**src/hw/rtl/pasr_pkg.sv**
```systemverilog
// Shared constants, types and helpers of the packet address swap reflector.
`default_nettype none

package pasr_pkg;

    // Delay line and parser sizing
    localparam int DELAY_DEPTH   = 32;
    localparam int MAX_VLAN_TAGS = 4;
    localparam int CNT_W         = $clog2(DELAY_DEPTH + 1);
    localparam int POS_W         = 16;
    localparam int TAG_W         = 3;
    localparam int OFF_W         = 6;

    // Ethernet constants
    localparam logic [15:0] ETYPE_VLAN   = 16'h8100;
    localparam logic [15:0] ETYPE_QINQ_A = 16'h9100;
    localparam logic [15:0] ETYPE_QINQ_B = 16'h9200;
    localparam logic [15:0] ETYPE_QINQ_C = 16'h9300;
    localparam logic [15:0] ETYPE_IPV4   = 16'h0800;
    localparam logic [15:0] ETYPE_IPV6   = 16'h86DD;
    localparam int          MAC_ADDR_LEN = 6;

    // L3 address layout, offsets from the start of the L3 header
    localparam int IPV4_SRC_OFF  = 12;
    localparam int IPV4_ADDR_LEN = 4;
    localparam int IPV4_LAST     = IPV4_SRC_OFF + 2 * IPV4_ADDR_LEN - 1;
    localparam int IPV6_SRC_OFF  = 8;
    localparam int IPV6_ADDR_LEN = 16;
    localparam int IPV6_LAST     = IPV6_SRC_OFF + 2 * IPV6_ADDR_LEN - 1;

    // Swap done on the current step
    localparam logic [1:0] SWAP_NONE = 2'd0;
    localparam logic [1:0] SWAP_MAC  = 2'd1;
    localparam logic [1:0] SWAP_V4   = 2'd2;
    localparam logic [1:0] SWAP_V6   = 2'd3;

    typedef struct packed {
        logic       valid;
        logic [7:0] data;
    } cell_t;

    typedef struct packed {
        logic advance;
        logic take_alt;
    } cell_ctrl_t;

    typedef struct packed {
        logic       drop;
        logic [1:0] swap;
    } step_t;

    // Partner cell (by age, after the shift) of cell j for a given swap, or -1.
    // The two fields of each pair are adjacent and end at the newest byte.
    function automatic int swap_partner(logic [1:0] code, int j);
        int span;
        span = 0;
        case (code)
            SWAP_MAC: span = MAC_ADDR_LEN;
            SWAP_V4:  span = IPV4_ADDR_LEN;
            SWAP_V6:  span = IPV6_ADDR_LEN;
            default:  span = 0;
        endcase
        if (j < span)
            return j + span;
        else if (j < 2 * span)
            return j - span;
        else
            return -1;
    endfunction

endpackage

`default_nettype wire

```
**src/hw/rtl/packet_address_swap_reflector.sv**
```systemverilog
// Top level of the packet address swap reflector: cell chain, flush and output register.
`default_nettype none

// Channel  Handshake             Payload                          Item
// -------  --------------------  -------------------------------  -------------------------
// in       in_valid / in_ready   data_byte, frame_end, drop_frame  one frame byte
// out      out_valid / out_ready out_byte, out_last               one rewritten frame byte
//
// Once the chain holds DELAY_DEPTH bytes, each new byte pushes the oldest one
// into the output register. The last byte of a kept frame starts a flush, in
// which the cell chain shifts toward its old end and no input item is taken,
// until the last held byte has left. A stalled output holds the chain whenever
// a byte would have to leave it. Reset clears the cell valid bits, the parser
// state and the output valid bit.

module packet_address_swap_reflector (
    input  wire logic       clk,
    input  wire logic       rst_n,
    input  wire logic       in_valid,
    output logic            in_ready,
    input  wire logic [7:0] data_byte,
    input  wire logic       frame_end,
    input  wire logic       drop_frame,
    output logic            out_valid,
    input  wire logic       out_ready,
    output logic [7:0]      out_byte,
    output logic            out_last
);

    localparam int DEPTH = pasr_pkg::DELAY_DEPTH;
    localparam int CW    = pasr_pkg::CNT_W;

    pasr_pkg::cell_t      cell_q    [DEPTH];
    pasr_pkg::cell_t      cell_left [DEPTH];
    pasr_pkg::cell_ctrl_t cell_ctrl [DEPTH];
    logic [7:0]           cell_alt  [DEPTH];
    pasr_pkg::step_t      step;

    logic          flushing_reg;
    logic          flushing_next;
    logic [CW-1:0] count_reg;
    logic [CW-1:0] count_next;
    logic          out_valid_reg;
    logic          out_valid_next;
    logic [7:0]    out_byte_reg;
    logic [7:0]    out_byte_next;
    logic          out_last_reg;
    logic          out_last_next;

    logic in_accept;
    logic slot_free;
    logic full;
    logic push;
    logic flush_step;
    logic out_load;

    assign slot_free  = !out_valid_reg || out_ready;
    assign full       = (count_reg == CW'(DEPTH));
    // Take a byte unless flushing, or unless it would push out a byte with nowhere to go
    assign in_ready   = !flushing_reg && (!full || slot_free);
    assign in_accept  = in_valid && in_ready;
    assign push       = in_accept && !step.drop;
    assign flush_step = flushing_reg && slot_free;

    pasr_parser u_parser (
        .clk        (clk),
        .rst_n      (rst_n),
        .accept     (in_accept),
        .data_byte  (data_byte),
        .frame_end  (frame_end),
        .drop_frame (drop_frame),
        .prev_byte  (cell_q[0].data),
        .step       (step)
    );

    // Newest byte enters cell 0; each cell hands its byte to the next older one
    assign cell_left[0].valid = push;
    assign cell_left[0].data  = data_byte;

    genvar j;
    generate
        for (j = 1; j < DEPTH; j++)
        begin : g_link
            assign cell_left[j] = cell_q[j-1];
        end

        for (j = 0; j < DEPTH; j++)
        begin : g_cell
            localparam int PM  = pasr_pkg::swap_partner(pasr_pkg::SWAP_MAC, j);
            localparam int PV4 = pasr_pkg::swap_partner(pasr_pkg::SWAP_V4, j);
            localparam int PV6 = pasr_pkg::swap_partner(pasr_pkg::SWAP_V6, j);
            localparam int IM  = (PM  < 0) ? 0 : PM;
            localparam int IV4 = (PV4 < 0) ? 0 : PV4;
            localparam int IV6 = (PV6 < 0) ? 0 : PV6;

            logic hit;

            // Swap partner takes what its own left neighbor hands in this step
            always_comb
            begin
                hit         = 1'b0;
                cell_alt[j] = cell_left[j].data;
                case (step.swap)
                    pasr_pkg::SWAP_MAC:
                    begin
                        hit         = (PM >= 0);
                        cell_alt[j] = cell_left[IM].data;
                    end
                    pasr_pkg::SWAP_V4:
                    begin
                        hit         = (PV4 >= 0);
                        cell_alt[j] = cell_left[IV4].data;
                    end
                    pasr_pkg::SWAP_V6:
                    begin
                        hit         = (PV6 >= 0);
                        cell_alt[j] = cell_left[IV6].data;
                    end
                    default:
                    begin
                        hit = 1'b0;
                    end
                endcase
            end

            assign cell_ctrl[j].advance  = push || flush_step;
            assign cell_ctrl[j].take_alt = push && hit;

            pasr_cell u_cell (
                .clk      (clk),
                .rst_n    (rst_n),
                .ctrl     (cell_ctrl[j]),
                .left     (cell_left[j]),
                .alt_data (cell_alt[j]),
                .q        (cell_q[j])
            );
        end
    endgenerate

    always_comb
    begin
        flushing_next  = flushing_reg;
        count_next     = count_reg;
        out_load       = 1'b0;
        out_byte_next  = out_byte_reg;
        out_last_next  = out_last_reg;
        out_valid_next = out_valid_reg && !out_ready;

        if (push)
        begin
            // Full chain: the oldest byte leaves as the new one enters
            if (full)
            begin
                out_load      = 1'b1;
                out_byte_next = cell_q[DEPTH-1].data;
                out_last_next = 1'b0;
            end
            else
            begin
                count_next = count_reg + CW'(1);
            end
            if (frame_end)
                flushing_next = 1'b1;
        end
        else if (flush_step)
        begin
            // Empty cells drain first; drop the flush with the last held byte
            if (cell_q[DEPTH-1].valid)
            begin
                out_load      = 1'b1;
                out_byte_next = cell_q[DEPTH-1].data;
                out_last_next = (count_reg == CW'(1));
                count_next    = count_reg - CW'(1);
                if (count_reg == CW'(1))
                    flushing_next = 1'b0;
            end
        end

        if (out_load)
            out_valid_next = 1'b1;
    end

    always_ff @(posedge clk or negedge rst_n)
    begin
        if (!rst_n)
        begin
            flushing_reg  <= 1'b0;
            count_reg     <= '0;
            out_valid_reg <= 1'b0;
        end
        else
        begin
            flushing_reg  <= flushing_next;
            count_reg     <= count_next;
            out_valid_reg <= out_valid_next;
        end
    end

    always_ff @(posedge clk)
    begin
        out_byte_reg <= out_byte_next;
        out_last_reg <= out_last_next;
    end

    assign out_valid = out_valid_reg;
    assign out_byte  = out_byte_reg;
    assign out_last  = out_last_reg;

    a_no_input_in_flush: assert property (@(posedge clk) disable iff (!rst_n)
        flushing_reg |-> !in_ready)
        else $error("input taken during flush");

    a_count_bound: assert property (@(posedge clk) disable iff (!rst_n)
        count_reg <= CW'(DEPTH))
        else $error("held byte count beyond chain depth");

    a_flush_holds_bytes: assert property (@(posedge clk) disable iff (!rst_n)
        flushing_reg |-> (count_reg != '0))
        else $error("flush with no byte held");

    a_load_into_free_slot: assert property (@(posedge clk) disable iff (!rst_n)
        out_load |-> slot_free)
        else $error("output register overwritten");

    a_oldest_valid_when_full: assert property (@(posedge clk) disable iff (!rst_n)
        full |-> cell_q[DEPTH-1].valid)
        else $error("full chain with empty oldest cell");

endmodule

`default_nettype wire

```
**src/hw/rtl/pasr_cell.sv**
```systemverilog
// One byte cell of the delay line: takes its left neighbor or a swap partner.
`default_nettype none

module pasr_cell (
    input  wire logic                clk,
    input  wire logic                rst_n,
    input  wire pasr_pkg::cell_ctrl_t ctrl,
    input  wire pasr_pkg::cell_t     left,
    input  wire logic [7:0]          alt_data,
    output pasr_pkg::cell_t          q
);

    logic       valid_reg;
    logic       valid_next;
    logic [7:0] data_reg;
    logic [7:0] data_next;

    always_comb
    begin
        valid_next = valid_reg;
        data_next  = data_reg;
        if (ctrl.advance)
        begin
            valid_next = left.valid;
            data_next  = ctrl.take_alt ? alt_data : left.data;
        end
    end

    always_ff @(posedge clk or negedge rst_n)
    begin
        if (!rst_n)
            valid_reg <= 1'b0;
        else
            valid_reg <= valid_next;
    end

    always_ff @(posedge clk)
    begin
        data_reg <= data_next;
    end

    assign q.valid = valid_reg;
    assign q.data  = data_reg;

endmodule

`default_nettype wire

```
**src/hw/rtl/pasr_parser.sv**
```systemverilog
// Frame header parser: drop verdict, VLAN tag skipping and swap timing.
`default_nettype none

module pasr_parser (
    input  wire logic           clk,
    input  wire logic           rst_n,
    input  wire logic           accept,
    input  wire logic [7:0]     data_byte,
    input  wire logic           frame_end,
    input  wire logic           drop_frame,
    input  wire logic [7:0]     prev_byte,
    output pasr_pkg::step_t     step
);

    localparam logic [1:0] KIND_PARSE = 2'd0;
    localparam logic [1:0] KIND_V4    = 2'd1;
    localparam logic [1:0] KIND_V6    = 2'd2;
    localparam logic [1:0] KIND_NONE  = 2'd3;

    logic [pasr_pkg::POS_W-1:0] pos_reg;
    logic [pasr_pkg::POS_W-1:0] pos_next;
    logic [pasr_pkg::OFF_W-1:0] l3_off_reg;
    logic [pasr_pkg::OFF_W-1:0] l3_off_next;
    logic [pasr_pkg::TAG_W-1:0] tag_reg;
    logic [pasr_pkg::TAG_W-1:0] tag_next;
    logic [1:0]                 kind_reg;
    logic [1:0]                 kind_next;
    logic                       dropping_reg;
    logic                       dropping_next;

    logic                       drop_now;
    logic [1:0]                 swap;
    logic [pasr_pkg::OFF_W-1:0] tp;
    logic [15:0]                ethertype;
    logic                       is_tag;

    always_comb
    begin
        drop_now  = (pos_reg == '0) ? drop_frame : dropping_reg;
        tp        = pasr_pkg::OFF_W'(2 * pasr_pkg::MAC_ADDR_LEN) + {1'b0, tag_reg, 2'b00};
        ethertype = {prev_byte, data_byte};
        is_tag    = (ethertype == pasr_pkg::ETYPE_VLAN) || (ethertype == pasr_pkg::ETYPE_QINQ_A)
                 || (ethertype == pasr_pkg::ETYPE_QINQ_B)
                 || (ethertype == pasr_pkg::ETYPE_QINQ_C);

        swap          = pasr_pkg::SWAP_NONE;
        pos_next      = pos_reg;
        l3_off_next   = l3_off_reg;
        tag_next      = tag_reg;
        kind_next     = kind_reg;
        dropping_next = dropping_reg;

        if (!drop_now)
        begin
            if (pos_reg == pasr_pkg::POS_W'(2 * pasr_pkg::MAC_ADDR_LEN - 1))
                swap = pasr_pkg::SWAP_MAC;

            case (kind_reg)
                KIND_PARSE:
                begin
                    // Ethertype completes on its second byte
                    if (pos_reg == ({{(pasr_pkg::POS_W - pasr_pkg::OFF_W){1'b0}}, tp}
                                    + pasr_pkg::POS_W'(1)))
                    begin
                        if (is_tag)
                        begin
                            if (tag_reg < pasr_pkg::TAG_W'(pasr_pkg::MAX_VLAN_TAGS))
                                tag_next = tag_reg + pasr_pkg::TAG_W'(1);
                            else
                                kind_next = KIND_NONE;
                        end
                        else if (ethertype == pasr_pkg::ETYPE_IPV4)
                        begin
                            kind_next   = KIND_V4;
                            l3_off_next = tp + pasr_pkg::OFF_W'(2);
                        end
                        else if (ethertype == pasr_pkg::ETYPE_IPV6)
                        begin
                            kind_next   = KIND_V6;
                            l3_off_next = tp + pasr_pkg::OFF_W'(2);
                        end
                        else
                        begin
                            kind_next = KIND_NONE;
                        end
                    end
                end
                KIND_V4:
                begin
                    if (pos_reg == ({{(pasr_pkg::POS_W - pasr_pkg::OFF_W){1'b0}}, l3_off_reg}
                                    + pasr_pkg::POS_W'(pasr_pkg::IPV4_LAST)))
                        swap = pasr_pkg::SWAP_V4;
                end
                KIND_V6:
                begin
                    if (pos_reg == ({{(pasr_pkg::POS_W - pasr_pkg::OFF_W){1'b0}}, l3_off_reg}
                                    + pasr_pkg::POS_W'(pasr_pkg::IPV6_LAST)))
                        swap = pasr_pkg::SWAP_V6;
                end
                default:
                begin
                    swap = swap;
                end
            endcase
        end

        dropping_next = drop_now;
        if (frame_end)
        begin
            pos_next      = '0;
            l3_off_next   = '0;
            tag_next      = '0;
            kind_next     = KIND_PARSE;
            dropping_next = 1'b0;
        end
        else if (pos_reg != {pasr_pkg::POS_W{1'b1}})
        begin
            pos_next = pos_reg + pasr_pkg::POS_W'(1);
        end
    end

    always_ff @(posedge clk or negedge rst_n)
    begin
        if (!rst_n)
        begin
            pos_reg      <= '0;
            l3_off_reg   <= '0;
            tag_reg      <= '0;
            kind_reg     <= KIND_PARSE;
            dropping_reg <= 1'b0;
        end
        else if (accept)
        begin
            pos_reg      <= pos_next;
            l3_off_reg   <= l3_off_next;
            tag_reg      <= tag_next;
            kind_reg     <= kind_next;
            dropping_reg <= dropping_next;
        end
    end

    assign step.drop = drop_now;
    assign step.swap = swap;

endmodule

`default_nettype wire

```
**config.mk**
```make
export PLATFORM = sky130hd
export DESIGN_NAME = packet_address_swap_reflector
export DESIGN_NICKNAME = d
export VERILOG_FILES = /design/src/hw/rtl/pasr_pkg.sv /design/src/hw/rtl/packet_address_swap_reflector.sv /design/src/hw/rtl/pasr_cell.sv /design/src/hw/rtl/pasr_parser.sv
export SDC_FILE = /design/constraint.sdc
export NUM_CORES = 1
export LEC_CHECK = 0
export BUFFER_PORTS_ARGS = -buffer_cell sky130_fd_sc_hd__buf_2
export CAP_MARGIN = 40
export CORE_ASPECT_RATIO = 0.6
export CORE_MARGIN = 2
export CORE_UTILIZATION = 33
export CTS_CLUSTER_DIAMETER = 30
export CTS_CLUSTER_SIZE = 12
export DETAILED_ROUTE_END_ITERATION = 6
export GPL_ROUTABILITY_DRIVEN = 0
export PLACE_DENSITY = 0.5
export SYNTH_ARGS = -nofsm -noshare
export SYNTH_HDL_FRONTEND = slang
export SYNTH_SLANG_ARGS = --single-unit
```
**constraint.sdc**
```tcl
create_clock -name clk -period 15.8 [get_ports clk]
set_input_delay 3.16 -clock clk [delete_from_list [all_inputs] [get_ports clk]]
set_output_delay 3.16 -clock clk [all_outputs]
set_load 0.01 [all_outputs]
```
==> results.cfg <==
[synth]
ys_async_sr_fraction = 0.202
yosys_warnings = 0
synth_xor_area_frac = 0.0145
synth_compound_area_frac = 0.143
ys_seq_area_frac = 0.591
synth_top_family_by_area = simple AND/OR/NAND/NOR gates
synth.avg_cell_area_um2 = 10.8
synthAdderAreaFrac = 0.0138
muxShareOfSynthArea = 0.0523
mappedNetlistArea_um2 = 16300
syn-instance-count = 1510
ys_types = 63
synth-simple-area-share = 0.143
synth_nets = 1542
synth-seq-cells = 332
synth-edff-count = 265
synth_ff_type = edfxtp_1

[critical_path]
endpoint_kind = output port
crit_path_top_delay_cell = nand2b_1
worstSetupStartpointType = input port
worstSetupPathType = in -> out
cpPeakStageDelay_ns = 0.24
cp.arrival_ns = 3.84
path_cells = buf_2 -> nand2b_1 -> nor2_1 -> nor2_1 -> buf_2
cp_max_fo = 7
reg2reg_depth = 14
required_ns = 12.64

[routing]
met3WireLength_um = 3300
drt-met1-wl_um = 19600
postRouteAntennaNets = 0
dr.first_iter.drc_count = 1678
dr.pass1.iters = 7
num_vias = 11700
wl_per_cell_um = 17.8
post-route-drc-count = 9
routed.top_layer = met4
drt_wl_total_um = 39400
wl_met2_um = 15600
vias_per_cell = 5.27

[job]
maxCapViolCount = 0

[layout]
stdcell_area_um2 = 19300
largest_reg_flops = 256
layout_commonest_cell = nand2_1
syn_to_final_growth_pct = 18.2
diodes = 0
fin_nets = 1553
fillCellCount = 4642
mostFrequentLayoutCells = nand2_1 (283), edfxtp_1 (265), nor2_1 (184)
drive_gt1_frac = 0.149

[sta]
fin_worst_skew_ns = 0.0183
hold_viol = 0
period_minus_slack_ns = 7.00
worstMarginPinSlew_ns = 0.920
finalSetupTns_ns = 0
setup_violations = 0
post-route-period-util = 0.443
fin_ws_ns = 8.80
slew_viol_final = 0
maxSlewHeadroom = 0.387
grt_setup_unrepaired = no
clock.fmax_ghz = 0.143

[global_routing]
grt_pass1_vias = 11100
antenna_found_initial = 0
grt_max_degree = 235
track_usage = 0.157
overflow = 0
grt_pass1_wl_um = 64200

[placement]
place_hpwl_um = 23100
dpl-instance-area_um2 = 17000
pre_cts_ws_ns = 8.81
numPortBuffers = 24

[clock_tree]
clk_latency_ns = 0.57
cts_sinks = 332
clk_pin_slew_worst_paths_ns = 0.05
postCtsSetupRepairBufs = 0
root_buffer = clkbuf_16
htree_levels = 3
ctsResizeCount = 0
cts_tree = done
cts_hold_buf = 0
clockBufferDepth = 3
numCtsBuffers = 69

[power_and_ir_drop]
ir_drop_mv = 0.0604
p_per_area_nw_per_um2 = 128
total_leakage_power_nw = 7.89

[min_path]
hold_path_class = reg -> reg
hold_depth = 0

[die]
die-height_um = 176
fp.dieW_um = 291
coreArea_um2 = 49100
io_pins = 25
rows = 63
start_util = 0.332
dieArea_um2 = 51300

[outcome]
violations = DRC
outcome = complete, but fails checks
-- final timing paths --
check,start,end,slack [ns]
max in group asynchronous,rst_n,count_reg[3]$_DFFE_PN0P_,12.77
setup reg to reg,u_parser.l3_off_reg[1]$_DFFE_PN0P_,g_cell[18].u_cell.data_reg[6]$_DFFE_PP_,10.81
hold / removal,g_cell[31].u_cell.data_reg[7]$_DFFE_PP_,out_byte[7]$_DFFE_PP_,0.42
hold reg to reg,g_cell[31].u_cell.data_reg[7]$_DFFE_PP_,out_byte[7]$_DFFE_PP_,0.42
min in group asynchronous,rst_n,g_cell[19].u_cell.valid_reg$_DFFE_PN0P_,2.51
setup / recovery,out_ready,in_ready,8.80
-- cells in the mapped netlist, drive strengths merged (18+ instances only) --
master  number  area (µm²)
nand2      284        1070
edfxtp     265        7960
o21ai      233        1170
nor2       184         691
mux2        74         833
clkbuf      71         275
dfrtp       67        1680
a222oi      64         641
buf         41         340
a22oi       32         240
nand3       21         110
inv         20        75.1
ha          18         225
-- critical path, delay by kind of cell --
family                 cells  cell delay [ns]
buffers and inverters      2             0.24
AND/OR/NAND/NOR            3             0.44
-- through the flow --
| step | hold WS [ns] | std cells | utilization | total power, mW |
|---|---|---|---|---|
| 2_1_floorplan | 0.400 | 1510 | - | 1.05 |
| 3_3_place_gp | 0.409 | 2093 | 0.343 | 1.07 |
| 3_5_place_dp | 0.414 | 2100 | 0.346 | 1.08 |
| 4_1_cts | 0.428 | 2219 | 0.392 | 2.50 |
| 5_1_grt | 0.434 | 2219 | 0.392 | 2.56 |
| 6_report | 0.422 | 2219 | 0.392 | 2.47 |
-- per-layer routing --
metal  up-vias  track usage
met5         -            0
met4         0       0.0516
met3        76       0.0407
met2       441        0.204
met1      5608        0.246
li1       5574            -
-- kinds of logic after synthesis --
kind of cell    Yosys count
flops                   332
simple gates            560
mux                      76
fa+ha+maj                18
compound gates          365
buf+inv                 132
xor+xnor                 27
-- report_power, final --
| group | leakage (nW) | switching, mW | internal [mW] |
|---|---|---|---|
| logic | 3.07 | 0.0268 | 0.0215 |
| clock network | 1.11 | 0.456 | 0.953 |
| registers | 3.71 | 0.0296 | 0.984 |
| total | 7.89 | 0.513 | 1.96 |
-- final cells by class --
cell class	instances	area, µm²	area share
timing repair buffer	52	454	0.0236
multi-input combinational	1046	6040	0.313
clock inverter	36	332	0.0172
inverter	20	75.1	0.00390
sequential	332	9630	0.500
clock buffer	83	1930	0.0999
tap	650	813	0.0422
No activity file was read; power rests on OpenSTA's default activity.
